$ cat config.mk
export PLATFORM = sky130hd
export DESIGN_NAME = tovn_lerp
export DESIGN_NICKNAME = d
export VERILOG_FILES = /design/src/sv/tovn_pkg.sv /design/src/sv/tovn_lerp.sv
export SDC_FILE = /design/constraint.sdc
export NUM_CORES = 1
export LEC_CHECK = 0
export ABC_AREA = 1
export BUFFER_PORTS_ARGS = -buffer_cell sky130_fd_sc_hd__buf_2
export CAP_MARGIN = 5
export CORE_MARGIN = 2
export CORE_UTILIZATION = 65
export CTS_CLUSTER_DIAMETER = 120
export DETAILED_ROUTE_END_ITERATION = 7
export GPL_TIMING_DRIVEN = 0
export PLACE_DENSITY_LB_ADDON = 0.08
export SLEW_MARGIN = 30
export SYNTH_ARGS = -nofsm -noshare
export SYNTH_HDL_FRONTEND = slang
export SYNTH_SLANG_ARGS = --single-unit
$ cat constraint.sdc
create_clock -name clk -period 9.2 [get_ports clk]
set_clock_uncertainty 0.15 [all_clocks]
set_input_delay 0.46 -clock clk [delete_from_list [all_inputs] [get_ports clk]]
set_output_delay 0.46 -clock clk [all_outputs]
set_load 0.1 [all_outputs]
$ cat src/sv/tovn_pkg.sv
// Shared constants for the two-octave value noise pipeline.
package tovn_pkg;

    localparam int unsigned FRAC_BITS_DEF = 16;
    localparam int unsigned CELL_W        = 6;   // cell index incl. +1 neighbor, max 33
    localparam int unsigned HASH_W        = 32;
    localparam int unsigned VAL_W         = 16;
    localparam int unsigned NUM_STAGES    = 8;

    localparam logic [HASH_W-1:0] HASH_K1 = 32'h9E3779B1;
    localparam logic [HASH_W-1:0] HASH_K2 = 32'h85EBCA77;
    localparam logic [HASH_W-1:0] HASH_K3 = 32'h2C1B3C6D;
    localparam logic [HASH_W-1:0] HASH_K4 = 32'h297A2D39;

    localparam int unsigned HASH_SHIFT_A = 15;
    localparam int unsigned HASH_SHIFT_B = 12;
    localparam int unsigned HASH_SHIFT_C = 15;

    // Octave scales and offsets in whole cells
    localparam int unsigned OCT1_SCALE = 5;
    localparam int unsigned OCT2_SCALE = 13;
    localparam int unsigned OCT2_OFF_U = 7;
    localparam int unsigned OCT2_OFF_V = 3;

    // Octave weights in Q0.16, truncated
    localparam logic [VAL_W-1:0] W_LOW  = 16'd44564;
    localparam logic [VAL_W-1:0] W_HIGH = 16'd20971;

endpackage

$ cat src/sv/tovn_lerp.sv
// Registered linear blend p + ((q - p) * s) >> F.
module tovn_lerp
#(
    parameter int unsigned FRAC_BITS = tovn_pkg::FRAC_BITS_DEF
)
(
    input  logic                         clk,
    input  logic                         en,
    input  logic [tovn_pkg::VAL_W-1:0]   p,
    input  logic [tovn_pkg::VAL_W-1:0]   q,
    input  logic [FRAC_BITS:0]           s,
    output logic [tovn_pkg::VAL_W-1:0]   r
);

    localparam int unsigned D_W = tovn_pkg::VAL_W + 1;
    localparam int unsigned PW  = D_W + FRAC_BITS + 2;

    logic signed [D_W-1:0]        diff;
    logic signed [FRAC_BITS+1:0]  s_sgn;
    logic signed [PW-1:0]         prod;
    logic signed [PW-1:0]         sum;
    logic [tovn_pkg::VAL_W-1:0]   r_next;
    logic [tovn_pkg::VAL_W-1:0]   r_reg;

    always_comb
    begin
        diff   = $signed({1'b0, q}) - $signed({1'b0, p});
        s_sgn  = $signed({1'b0, s});
        prod   = PW'(diff) * PW'(s_sgn);
        // the arithmetic shift floors the signed scaled difference
        sum    = PW'($signed({1'b0, p})) + (prod >>> FRAC_BITS);
        r_next = sum[tovn_pkg::VAL_W-1:0];
    end

    always_ff @(posedge clk)
    begin
        if (en)
        begin
            r_reg <= r_next;
        end
    end

    assign r = r_reg;

endmodule

==> impl_results.md <==
- Hold_ws: 0.404 ns
- Sequential area share after synthesis: 0.0418
- Cell count of the worst hold path: 2
- TNS Setup: 0 ns
- Register area: 480 µm²
- Slowest stage delay, CP: 0.55 ns
- Status: finished, final reports clean
- Final setup viols: 0
- Area grow syn2layout: 6.59%
- Crit path buf inv count: 6
- Peak Freq: 113 MHz
- Initial antenna violation count: 0
- CTS Buf Count: 3
- Layer with the highest usage: met2
- Arrival @ worst endpoint: 8.67 ns
- Bufs on Longest Clock Path: 2
- Die ar.: 0.0188 mm²
- Syn Inst Count: 1458
- Vias in the first global route: 9538
- Synth unique cells: 44
- Via Count: 9462
- First-pass GRT wire length: 46700 µm
- Number of placement rows: 48
- Worst setup EP type: flip-flop
- Met1 usage: 0.431
- Startpoint types: primary input
- I/O pin cnt: 67
- Most frequent cells in the layout: inv_1, nand2_1, fa_1, nor2_1, ha_1
- Clock sink count: 16
- Largest net degree at the start of global routing: 17
- Required @ worst endpoint: 9.04 ns
- Final wirelength: 29000 µm
- Hold Fails Final Rpt: 0
- Diode count: 0
- Starting Density: 0.664
- IO Port Bufs: 59
- Max-capacitance violation count: 0
- Synth Warn #: 0
- GR Util All Layers: 0.326
- DR iter-0 viols: 577
- Clock root cell: clkbuf_16
- Die H: 137 µm
- TritonCTS clock tree: built
- Area occupied by multi-input gates: 0.00952 mm²
- Global route total overflow: 0
- Synthesized area: 0.0115 mm²
- Drt wl/cell: 16.6 µm
- Detailed-route DRC error count: 0
- Worst-Margin Slew: 0.949 ns
- Slew Viols, Final: 0
- Worst slew margin: 0.365
- Routing usage on met3: 0.0552
- Critical Path Slowest Stage Cell: fa_1
- Worst-path maximum fanout: 10
- Unrepaired setup endpoints after global routing: false
- Final instance area: 0.0122 mm²
- Fin nets: 1941
- Tmin final: 8.83 ns
- Max reg flops: 16
- Most frequent CP cell: fa_1
- Fillers: 1490
- Core Area: 0.0173 mm²
- Hold-fix buffers, CTS: 0
- First drt pass iteration count: 7
- Final HPWL DP: 25600 µm
- Syn_nets: 1874
- Fin crit share: 0.960
- H-tree levels: 1
- Family with the most delay on the worst path: adder cells
- Hold Crit Class: in -> reg
- CP Class: in -> reg
- Hold EP: r[0]
- Routability cong.: 0.938
- Clock-pin slew on the worst setup and hold paths: 0.05 ns
- FF+latch count, synth: 16
- Routed Antenna Nets: 0
- Met2 usage: 0.557
- DR vias/cell: 5.41
- Cell Area, Placed: 0.0121 mm²
- DIE WIDTH: 137 µm
- Worst Hold Launch: p[0]
- Syn Area/Cell: 7.88 µm²
- Commonest non-fill, non-tap cell in the layout: inv_1
- Layout cells sized above 1: 0.0997
-- how the worst max path moves through the flow --
| stage | from | to | slack (ns) | cells after the start |
|---|---|---|---|---|
| 2_1_floorplan | q[0] | r[15] | 1.23 | 40 |
| 3_3_place_gp | p[0] | r[15] | 0.07 | 40 |
| 3_5_place_dp | p[0] | r[12] | 0.03 | 38 |
| 4_1_cts | p[0] | r[15] | 0.25 | 40 |
| 5_1_grt | p[0] | r[15] | 0.01 | 40 |
| 6_report | p[0] | r[12] | 0.37 | 36 |
-- logic make-up after synthesis --
kind of cell               count (synthesis)  share of synthesized area
xor gates and xnor gates                  34                     0.0272
adders and majority gates                365                      0.544
DFF                                       16                     0.0418
AOI/OAI and AO/OA                        107                     0.0544
buffers and inverters                    404                      0.136
and+or+nand+nor                          532                      0.196
-- Yosys cell counts (all sizes together) --
library cell  count  area, µm²
edfxtp           16        480
nor2            158        593
o221ai            1       8.76
a21bo             1       10.0
xnor2             9       86.3
a221oi            1       8.76
nand4             5       31.3
nand3b            3       22.5
o21a              2       15.0
inv             370       1390
buf               8       67.6
a21boi            2       18.8
a211oi            2       15.0
ha              140       1750
a21o              4       30.0
nor4              4       25.0
clkinv            6       22.5
nand3            29        165
nor3              9       45.0
or2              10       67.6
o21ai            26        138
xor2             25        226
and2              1       6.26
o21bai            5       37.5
a31oi             8       50.1
fa              225       4500
nand2           313       1300
clkbuf           20       75.1
a21oi            55        294
-- what timing repair did --
| item | in CTS | in global routing |
|---|---|---|
| resized for setup | 0 | 18 |
| endpoints found under the setup margin | 0 | 3 |
| setup buffers | 0 | 3 |
-- through the flow --
stage,instances,utilization,worst slack [ns]
after global routing,1749,0.708,0.0102
final,1749,0.708,0.372
after CTS,1746,0.702,0.248
after detailed placement,1742,0.698,0.0279
after global placement,1742,0.698,0.0735
after floorplan,1458,-,1.23
-- layout make-up --
cell class,instances,share of cell area
Tap cell,225,0.0230
Multi-Input combinational cell,1038,0.777
Clock buffer,3,0.00613
Inverter,376,0.116
Timing Repair Buffer,62,0.0260
Clock inverter,1,0.000306
Buffer,28,0.0123
Sequential cell,16,0.0392
-- per-layer routing --
layer | routed length, µm | up-vias
met5 | 0 | -
met4 | 763 | 0
met3 | 2390 | 53
met2 | 14200 | 357
met1 | 11700 | 4596
li1 | - | 4456
Power is not shown: default switching activity piles up to over one toggle a cycle in this logic, so the estimate is an artifact.
