**config.mk**
```make
export PLATFORM = sky130hd
export DESIGN_NAME = tovn_fade
export DESIGN_NICKNAME = d
export VERILOG_FILES = /design/src/sv/tovn_pkg.sv /design/src/sv/tovn_fade.sv
export SDC_FILE = /design/constraint.sdc
export NUM_CORES = 1
export LEC_CHECK = 0
export ABC_AREA = 0
export BUFFER_PORTS_ARGS = -buffer_cell sky130_fd_sc_hd__buf_2
export CORE_AREA = 2 2 127 252
export DETAILED_ROUTE_END_ITERATION = 16
export DIE_AREA = 0 0 129 254
export GPL_TIMING_DRIVEN = 0
export PLACE_DENSITY = 0.81
export RECOVER_POWER = 25
export SKIP_CTS_REPAIR_TIMING = 1
export SYNTH_ARGS = -nofsm -noshare
export SYNTH_HDL_FRONTEND = slang
export SYNTH_SLANG_ARGS = --single-unit
```
**constraint.sdc**
```tcl
create_clock -name clk -period 7.9 [get_ports clk]
set_input_delay 0.79 -clock clk [delete_from_list [all_inputs] [get_ports clk]]
set_output_delay 0.79 -clock clk [all_outputs]
set_load 0.005 [all_outputs]
```
**src/sv/tovn_pkg.sv**
```systemverilog
// Shared constants for the two-octave value noise pipeline.
package tovn_pkg;

    localparam int unsigned FRAC_BITS_DEF = 16;
    localparam int unsigned CELL_W        = 6;   // cell index incl. +1 neighbor, max 33
    localparam int unsigned HASH_W        = 32;
    localparam int unsigned VAL_W         = 16;
    localparam int unsigned NUM_STAGES    = 8;

    localparam logic [HASH_W-1:0] HASH_K1 = 32'h9E3779B1;
    localparam logic [HASH_W-1:0] HASH_K2 = 32'h85EBCA77;
    localparam logic [HASH_W-1:0] HASH_K3 = 32'h2C1B3C6D;
    localparam logic [HASH_W-1:0] HASH_K4 = 32'h297A2D39;

    localparam int unsigned HASH_SHIFT_A = 15;
    localparam int unsigned HASH_SHIFT_B = 12;
    localparam int unsigned HASH_SHIFT_C = 15;

    // Octave scales and offsets in whole cells
    localparam int unsigned OCT1_SCALE = 5;
    localparam int unsigned OCT2_SCALE = 13;
    localparam int unsigned OCT2_OFF_U = 7;
    localparam int unsigned OCT2_OFF_V = 3;

    // Octave weights in Q0.16, truncated
    localparam logic [VAL_W-1:0] W_LOW  = 16'd44564;
    localparam logic [VAL_W-1:0] W_HIGH = 16'd20971;

endpackage

```
**src/sv/tovn_fade.sv**
```systemverilog
// Two-stage smoothstep fade of a cell fraction.
module tovn_fade
#(
    parameter int unsigned FRAC_BITS = tovn_pkg::FRAC_BITS_DEF
)
(
    input  logic                  clk,
    input  logic                  en,
    input  logic [FRAC_BITS-1:0]  frac,
    output logic [FRAC_BITS:0]    fade
);

    localparam int unsigned SQ_W = 2 * FRAC_BITS;
    localparam int unsigned K_W  = FRAC_BITS + 2;
    localparam int unsigned P_W  = 2 * FRAC_BITS + 2;

    logic [SQ_W-1:0]      sq;
    logic [FRAC_BITS-1:0] t2_next;
    logic [FRAC_BITS-1:0] t2_reg;
    logic [K_W-1:0]       k_next;
    logic [K_W-1:0]       k_reg;
    logic [P_W-1:0]       prod;
    logic [FRAC_BITS:0]   fade_next;
    logic [FRAC_BITS:0]   fade_reg;

    always_comb
    begin
        sq        = SQ_W'(frac) * SQ_W'(frac);
        t2_next   = sq[SQ_W-1:FRAC_BITS];
        k_next    = (K_W'(3) << FRAC_BITS) - K_W'({frac, 1'b0});
        prod      = P_W'(t2_reg) * P_W'(k_reg);
        fade_next = prod[2*FRAC_BITS:FRAC_BITS];
    end

    always_ff @(posedge clk)
    begin
        if (en)
        begin
            t2_reg   <= t2_next;
            k_reg    <= k_next;
            fade_reg <= fade_next;
        end
    end

    assign fade = fade_reg;

endmodule

```
==> results_dict.tcl <==
set metrics [dict create \
    finalHoldViolCount 0 \
    synth_cell_types 58 \
    grtUsageMet1 0.252 \
    ant_nets 0 \
    ys_top_cells_by_area "fa_1 (44%), ha_1 (15%), inv_1 (10%)" \
    antenna_cells 0 \
    synth_cells 1749 \
    fin_crit_ns 7.63 \
    dr.pass1.iters 7 \
    timing.slew.headroom -0.825 \
    grt_max_degree 51 \
    drive_gt1_frac 0.0280 \
    cts_buffers 5 \
    die_area_mm2 0.0328 \
    status "finished, violations left" \
    vias_per_cell 5.47 \
    cts.sinks 50 \
    rrSetupSlack_ns 0.49 \
    crit_path_max_fanout 10 \
    drv_slew 51 \
    synth_edf_count 50 \
    critPathArrivalTime_ns 7.70 \
    grt_pass1_wl_mm 68.7 \
    cp.required_ns 7.96 \
    drtIter0Drc 606 \
    synthToLayoutAreaGrowth_pct 4.79 \
    wl_per_cell_um 19.5 \
    route.detailed.drc 0 \
    grt_antenna_before_repair 0 \
    clock_skew_ns 0.0111 \
    grt-ovfl-total 0 \
    syn_avg_cell_area_um2 9.57 \
    tightest_slew_ns 2.74 \
    ys.warnings.count 0 \
    async_flop_share 0 \
    root_buffer "clkbuf_16" \
    top_usage_layer "met2" \
    cts_max_path_buffers 2 \
    timing.fmax_ghz 0.131 \
    place_congestion 0.958 \
    routed_wl_mm 43.0 \
    cp-start-kind "input pin" \
    cts.htree.levels 2 \
    io_buffers 29 \
    fin_crit_sh 0.966 \
    final_cell_mix "inv_1 (449), fa_1 (369), nand2_1 (227)" \
    worstSkewPairLatency_ns 0.31 \
    rows 91 \
    grt_use_total 0.279 \
    chipHeight_um 254 \
    path_clk_slew_ns 0.07 \
    final_nets 2369 \
    syn_area_mm2 0.0167 \
    end_kind "flop" \
    synth_nets 2333 \
    grt_use_met2 0.545 \
    synth.yosys.seq_area_share 0.0897 \
    hpwlAfterDp_mm 37.2 \
    synth_seq_cells 50 \
    mostFrequentLayoutCell "inv_1" \
    grt_pass1_vias 14100 \
    synthDominantCellAreaShare 0.441 \
    core_area_mm2 0.0309 \
    maxCapViolCount 1 \
    hold_path.class "in2reg" \
    finalSetupViolations 0 \
    grtUsageMet3 0.0251 \
    ios 35 \
    vias 12000 \
    yosysTopAreaCell "fa_1" \
    tritoncts "built" \
    initial_utilization 0.542 \
    crit_type "in2reg" \
    rsz0062_at_grt "no" \
    violations "max-capacitance violations, max-slew violations" \
    die_w_um 129 \
    setup_tns_ns 0 \
    synth-main-ff-cell "edfxtp_1" \
]
[worst max-delay path, cell delays in order]
cell and delay (ns):
buf_2 0.10, clkbuf_1 0.51, clkbuf_1 0.69, nand2_1 0.17, fa_1 0.53, inv_1 0.06
ha_1 0.18, a21o_1 0.17, fa_1 0.54, inv_1 0.06, fa_1 0.53, inv_1 0.05
fa_1 0.48, inv_1 0.06, fa_1 0.47, inv_1 0.04, ha_1 0.35, o21ai_0 0.13
a211oi_2 0.45, a211oi_2 0.16, o31ai_2 0.40, a21oi_2 0.16, nor3_2 0.28, o21a_1 0.19
nor2_2 0.05, xnor2_1 0.11
[routing by layer]
layer	wire length, um	up-vias
met5	0	-
met4	4150	0
met3	1860	228
met2	24400	438
met1	12500	6145
li1	-	5236
[logic make-up (layout without fill, tap and decap cells)]
family / count (synthesis) / in the layout / synth area share
AND/OR/NAND/NOR: 486 / 486 / 0.141
flip-flops: 50 / 50 / 0.0897
buffers and inverters: 514 / 551 / 0.115
adder cells (fa/ha/maj): 566 / 566 / 0.589
AO/OA/AOI/OAI: 77 / 77 / 0.0361
multiplexers: 1 / 1 / 0.000673
XOR/XNOR: 55 / 55 / 0.0288
[final timing paths]
| check | start | endpoint | cells past startpoint |
|---|---|---|---|
| worst max register to register | t2_reg[2]$_DFFE_PP_ | fade[16]$_DFFE_PP_ | 21 |
| worst min-delay path | frac[0] | k_reg[1]$_DFFE_PP_ | 1 |
| worst min register to register | k_reg[17]$_DFFE_PP_ | fade[16]$_DFFE_PP_ | 4 |
| worst max-delay path | frac[8] | t2_reg[15]$_DFFE_PP_ | 26 |
[synth_stat cells, drive strengths merged (2+ instances only)]
cell     count
a41o         2
ha         197
o2111ai      2
or4          2
nand2      228
o21ai        8
xnor2       45
a211oi       5
clkbuf      61
inv        450
nor4         4
buf          2
a311oi       2
edfxtp      50
nor2b        7
a31oi        3
o211ai       3
nand4        3
fa         369
a2111oi      2
nor3        17
o21a         4
nand3       12
xor2        10
or2          3
nor2        41
a21oi       23
and2       163
a21o        14
or3          2
[cell type report]
class | count | area, um2
clock inverter | 3 | 18.8
inverter | 451 | 1690
fill | 2691 | 13300
timing repair buffer | 29 | 135
multi-input combinational | 1185 | 13300
buffer | 63 | 236
clock buffer | 5 | 125
sequential | 50 | 1500
tap | 418 | 523
[metrics by stage]
step	instances	setup slack, ns	util	instance area (um2)	hold WS (ns)
6_report	2204	0.265	0.568	17500	0.889
5_1_grt	2204	0.0334	0.568	17500	0.881
4_1_cts	2204	0.364	0.569	17500	0.784
3_5_place_dp	2196	0.0700	0.564	17400	1.10
3_3_place_gp	2196	0.158	0.564	17400	1.10
2_1_floorplan	1749	1.25	-	16700	0.889
Power is not shown: default switching activity piles up to over one toggle a cycle in this logic, so the estimate is an artifact.
