`config.mk`:
```
export PLATFORM = sky130hd
export DESIGN_NAME = tovn_hash
export DESIGN_NICKNAME = d
export VERILOG_FILES = /design/src/sv/tovn_pkg.sv /design/src/sv/tovn_hash.sv
export SDC_FILE = /design/constraint.sdc
export NUM_CORES = 2
export LEC_CHECK = 0
export CAP_MARGIN = 15
export CELL_PAD_IN_SITES_DETAIL_PLACEMENT = 1
export CELL_PAD_IN_SITES_GLOBAL_PLACEMENT = 1
export CORE_AREA = 4 4 326 328
export CTS_CLUSTER_DIAMETER = 30
export DETAILED_ROUTE_END_ITERATION = 10
export DIE_AREA = 0 0 330 332
export DONT_BUFFER_PORTS = 1
export PLACE_DENSITY = 0.47
export SLEW_MARGIN = 30
export SYNTH_ARGS = -nofsm -noshare
export SYNTH_HDL_FRONTEND = slang
export SYNTH_SLANG_ARGS = --single-unit
export TNS_END_PERCENT = 30
```
`constraint.sdc`:
```
create_clock -name clk -period 7.35 [get_ports clk]
set_input_delay 0.735 -clock clk [delete_from_list [all_inputs] [get_ports clk]]
set_output_delay 0.735 -clock clk [all_outputs]
set_load 0.02 [all_outputs]
```
`src/sv/tovn_pkg.sv`:
```
// Shared constants for the two-octave value noise pipeline.
package tovn_pkg;

    localparam int unsigned FRAC_BITS_DEF = 16;
    localparam int unsigned CELL_W        = 6;   // cell index incl. +1 neighbor, max 33
    localparam int unsigned HASH_W        = 32;
    localparam int unsigned VAL_W         = 16;
    localparam int unsigned NUM_STAGES    = 8;

    localparam logic [HASH_W-1:0] HASH_K1 = 32'h9E3779B1;
    localparam logic [HASH_W-1:0] HASH_K2 = 32'h85EBCA77;
    localparam logic [HASH_W-1:0] HASH_K3 = 32'h2C1B3C6D;
    localparam logic [HASH_W-1:0] HASH_K4 = 32'h297A2D39;

    localparam int unsigned HASH_SHIFT_A = 15;
    localparam int unsigned HASH_SHIFT_B = 12;
    localparam int unsigned HASH_SHIFT_C = 15;

    // Octave scales and offsets in whole cells
    localparam int unsigned OCT1_SCALE = 5;
    localparam int unsigned OCT2_SCALE = 13;
    localparam int unsigned OCT2_OFF_U = 7;
    localparam int unsigned OCT2_OFF_V = 3;

    // Octave weights in Q0.16, truncated
    localparam logic [VAL_W-1:0] W_LOW  = 16'd44564;
    localparam logic [VAL_W-1:0] W_HIGH = 16'd20971;

endpackage

```
`src/sv/tovn_hash.sv`:
```
// Four-stage pipelined multiply-xorshift corner hash.
module tovn_hash
(
    input  logic                         clk,
    input  logic                         en,
    input  logic [tovn_pkg::CELL_W-1:0]  cell_x,
    input  logic [tovn_pkg::CELL_W-1:0]  cell_y,
    output logic [tovn_pkg::VAL_W-1:0]   corner
);

    localparam int unsigned HW = tovn_pkg::HASH_W;

    logic [HW-1:0]               mix_a;
    logic [HW-1:0]               h1_next;
    logic [HW-1:0]               h1_reg;
    logic [HW-1:0]               h2_next;
    logic [HW-1:0]               h2_reg;
    logic [HW-1:0]               xs_b;
    logic [HW-1:0]               h3_next;
    logic [HW-1:0]               h3_reg;
    logic [HW-1:0]               xs_c;
    logic [tovn_pkg::VAL_W-1:0]  corner_next;
    logic [tovn_pkg::VAL_W-1:0]  corner_reg;

    always_comb
    begin
        mix_a       = (HW'(cell_x) * tovn_pkg::HASH_K1) ^ (HW'(cell_y) * tovn_pkg::HASH_K2);
        h1_next     = mix_a ^ (mix_a >> tovn_pkg::HASH_SHIFT_A);
        h2_next     = h1_reg * tovn_pkg::HASH_K3;
        xs_b        = h2_reg ^ (h2_reg >> tovn_pkg::HASH_SHIFT_B);
        h3_next     = xs_b * tovn_pkg::HASH_K4;
        xs_c        = h3_reg ^ (h3_reg >> tovn_pkg::HASH_SHIFT_C);
        corner_next = xs_c[HW-1 -: tovn_pkg::VAL_W];
    end

    always_ff @(posedge clk)
    begin
        if (en)
        begin
            h1_reg     <= h1_next;
            h2_reg     <= h2_next;
            h3_reg     <= h3_next;
            corner_reg <= corner_next;
        end
    end

    assign corner = corner_reg;

endmodule

```
==> reports/metrics.csv <==
stage,metric,value,unit
synthesis,syn_nets,3243,
die,dieArea,0.110,mm²
route,drc_errors,0,
route,vias,15848,
placed_design,post-dp-hpwl,67900,µm
clock_network,clk_pin_slew,80,ps
synthesis,synth_edf_count,96,
setup_path,cp_num_cells,23,
die,die_h,332,µm
synthesis,ys_warn_count,0,
die,core-area,0.103,mm²
setup_path,path_buf_inv,4,
worst_hold_path,min_path_type,register to register,
clock_network,clk_latency,380,ps
die,num_rows,118,
grt,grt_pass1_wl,114000,µm
run_status,status,"complete, no violations",
clock_network,clock_sink_count,96,
setup_path,end_kind,register,
synthesis,ys_seq_area_share,11.7,%
setup_path,critPathSlowestCell,fa_1,
setup_path,arrival,7140,ps
route,drtAntennaViolNets,0,
synthesis,async_flop_share,0,%
setup_path,cp_common_cell,fa_1,
route,vias_per_cell,4.22,
timing,hold_violations,0,
synthesis,ys_types,62,
timing,worst_clock_skew,11.6,ps
timing,timing.setup.tns,0,ps
final_layout,layout-drive-gt1-share,3.16,%
route,firstDrtPassIters,5,
grt,grt_overflow,0,
die,initial_utilization,23.9,%
grt,grt.total_usage,13.9,%
placed_design,place.gp.congestion,0.874,
grt,grt_max_degree,97,
setup_path,worstPathMaxFanout,4,
timing,worstMarginPinSlew,792,ps
run,drv_cap,0,
final_layout,final_cells,3756,
clock_network,clock_path_buffers,2,
grt,grt_pass1_vias,18413,
timing,finalSetupViolations,0,
die,io_pins,30,
die,fp.dieW,330,µm
timing,finalCritPeriodShare,95.5,%
synthesis,synth_seq_cells,96,
setup_path,critPathRequiredTime,7480,ps
synthesis,synthesis.area,0.0246,mm²
setup_path,cpPeakStageDelay,550,ps
setup_path,critical_path_class,register to register,
worst_hold_path,min_path_cells,0,
synthesis,syn_area_per_cell,10.6,µm²
final_layout,fillers,11708,
setup_path,cp_cell_sequence,"ha_1, xor2_1, ha_1, a21o_1, fa_1, inv_1, fa_1, fa_1, fa_1, inv_1, fa_1, inv_1, fa_1, inv_1, ha_1, a21o_1, a31o_1, or4_1, a21oi_4, o211ai_2, a221o_1, a221oi_2, xnor2_1",
route,wire_per_inst,19.6,µm
synthesis,netlist_instances,2316,
final_layout,fin_util,26.1,%
timing,maxSlewHeadroom,47.0,%
final_layout,fin_nets,3298,
setup_path,crit_path_start_kind,register,
route,dr.first_iter.drc_count,602,
placed_design,port-buffer-count,0,
clock_network,cts_max_level,3,
setup_path,cp_top_family,adder cells,
clock_network,cts_buffers,9,
setup_path,r2r_cells,23,
clock_network,cts_root_buf,clkbuf_16,
timing,clock.fmax,143,MHz
grt,antenna_found_initial,1,
final_layout,syn2layout_area_growth,9.49,%
timing,period_minus_slack,7020,ps
route,routed_wl,73700,µm
timing,drv_slew,0,
clock_network,cts_tree,yes,
placed_design,place_inst,3739,
synthesis,synth-main-ff-cell,edfxtp_1,
timing,grt_setup_unrepaired,no,
==> per-layer routing <==
| metal | track usage, % | up-vias | routed length, µm |
|---|---|---|---|
| met4 | 2.88 | 0 | 1250 |
| met1 | 19.0 | 8205 | 34700 |
| met5 | 0 | - | 0 |
| li1 | - | 7503 | - |
| met2 | 24.0 | 101 | 36800 |
| met3 | 0.955 | 39 | 924 |
==> through the flow <==
stage,setup slack (ps),cell area (µm²),hold slack (ps)
floorplan,427,24600,400
global placement,280,26700,402
detailed placement,229,26700,407
CTS,189,27000,427
global route,0.926,27000,434
finish,332,27000,426
==> final timing paths <==
check | from | endpoint | slack [ps]
setup / recovery | h1_reg[5] | h2_reg[31] | 330
hold / removal | h3_reg[26] | corner[10] | 430
setup reg to reg | h1_reg[5] | h2_reg[31] | 330
hold reg to reg | h3_reg[26] | corner[10] | 430
==> worst reg2reg max path, stage by stage (launching register included) <==
cell and delay [ps]:
edfxtp_1 450, ha_1 350, xor2_1 170, ha_1 200, a21o_1 160, fa_1 480
inv_1 50, fa_1 460, fa_1 500, fa_1 550, inv_1 50, fa_1 480
inv_1 50, fa_1 470, inv_1 40, ha_1 280, a21o_1 180, a31o_1 210
or4_1 530, a21oi_4 170, o211ai_2 140, a221o_1 410, a221oi_2 280, xnor2_1 100
==> area by class of cell <==
| cell class | count | area (µm²) | area share (%) |
|---|---|---|---|
| Antenna cell | 1 | 2.50 | 0.00928 |
| Clock buffer | 9 | 225 | 0.835 |
| Clock inverter | 6 | 45.0 | 0.167 |
| Inverter | 624 | 2340 | 8.68 |
| Multi-Input combinational cell | 1596 | 19400 | 72.0 |
| Sequential cell | 96 | 2880 | 10.7 |
| Tap cell | 1380 | 1730 | 6.40 |
| Timing Repair Buffer | 44 | 330 | 1.22 |
==> synth_stat cells (all sizes together), types with 3 or more instances <==
| master | n | area share, % |
|---|---|---|
| fa | 415 | 34 |
| o21a | 23 | 0.70 |
| o22ai | 5 | 0.13 |
| xnor3 | 5 | 0.46 |
| o211ai | 5 | 0.17 |
| or3 | 4 | 0.10 |
| nor2b | 11 | 0.28 |
| a211oi | 9 | 0.27 |
| o31ai | 3 | 0.091 |
| a21oi | 69 | 1.4 |
| o21bai | 8 | 0.24 |
| nand3 | 11 | 0.22 |
| inv | 624 | 9.5 |
| o211a | 3 | 0.12 |
| a221oi | 6 | 0.26 |
| o31a | 3 | 0.11 |
| nor2 | 44 | 0.67 |
| a21o | 44 | 1.3 |
| a31oi | 6 | 0.15 |
| xnor2 | 175 | 6.2 |
| and3 | 6 | 0.15 |
| ha | 498 | 25 |
| o21ai | 42 | 0.85 |
| xor2 | 65 | 2.3 |
| edfxtp | 96 | 12 |
| nand2b | 12 | 0.30 |
| a211o | 8 | 0.28 |
| and2 | 8 | 0.20 |
| nand4 | 8 | 0.20 |
| nor3 | 22 | 0.47 |
| or2 | 11 | 0.28 |
| nand2 | 33 | 0.50 |
==> cells by family after synthesis <==
family	count (synthesis)	synth area share, %
xor gates and xnor gates	245	8.99
buffers and inverters	624	9.51
muxes	1	0.0406
and+or+nand+nor	178	3.67
DFF	96	11.7
AOI/OAI and AO/OA	259	7.09
adders and majority gates	913	59.0
==> repair_timing <==
item / in CTS / in global routing
buffers inserted: 0 / 1
hold buffers: 0 / 0
endpoints found under the setup margin: 0 / 2
resized for setup: 0 / 2
==> cells in the final DEF (no fill, tap or decap), drive strengths merged, types with 9 or more instances in the layout <==
cell type and count:
nand2b 12, a211oi 9, xor2 65, edfxtp 96, fa 415, nor2 44, xnor2 175, nor2b 11
inv 626, a21oi 69, or2 11, a21o 44, ha 498, clkbuf 9, buf 44, o21a 23
nand3 11, o21ai 42, nor3 22, nand2 33
Power is not shown: default switching activity piles up to over one toggle a cycle in this logic, so the estimate is an artifact.
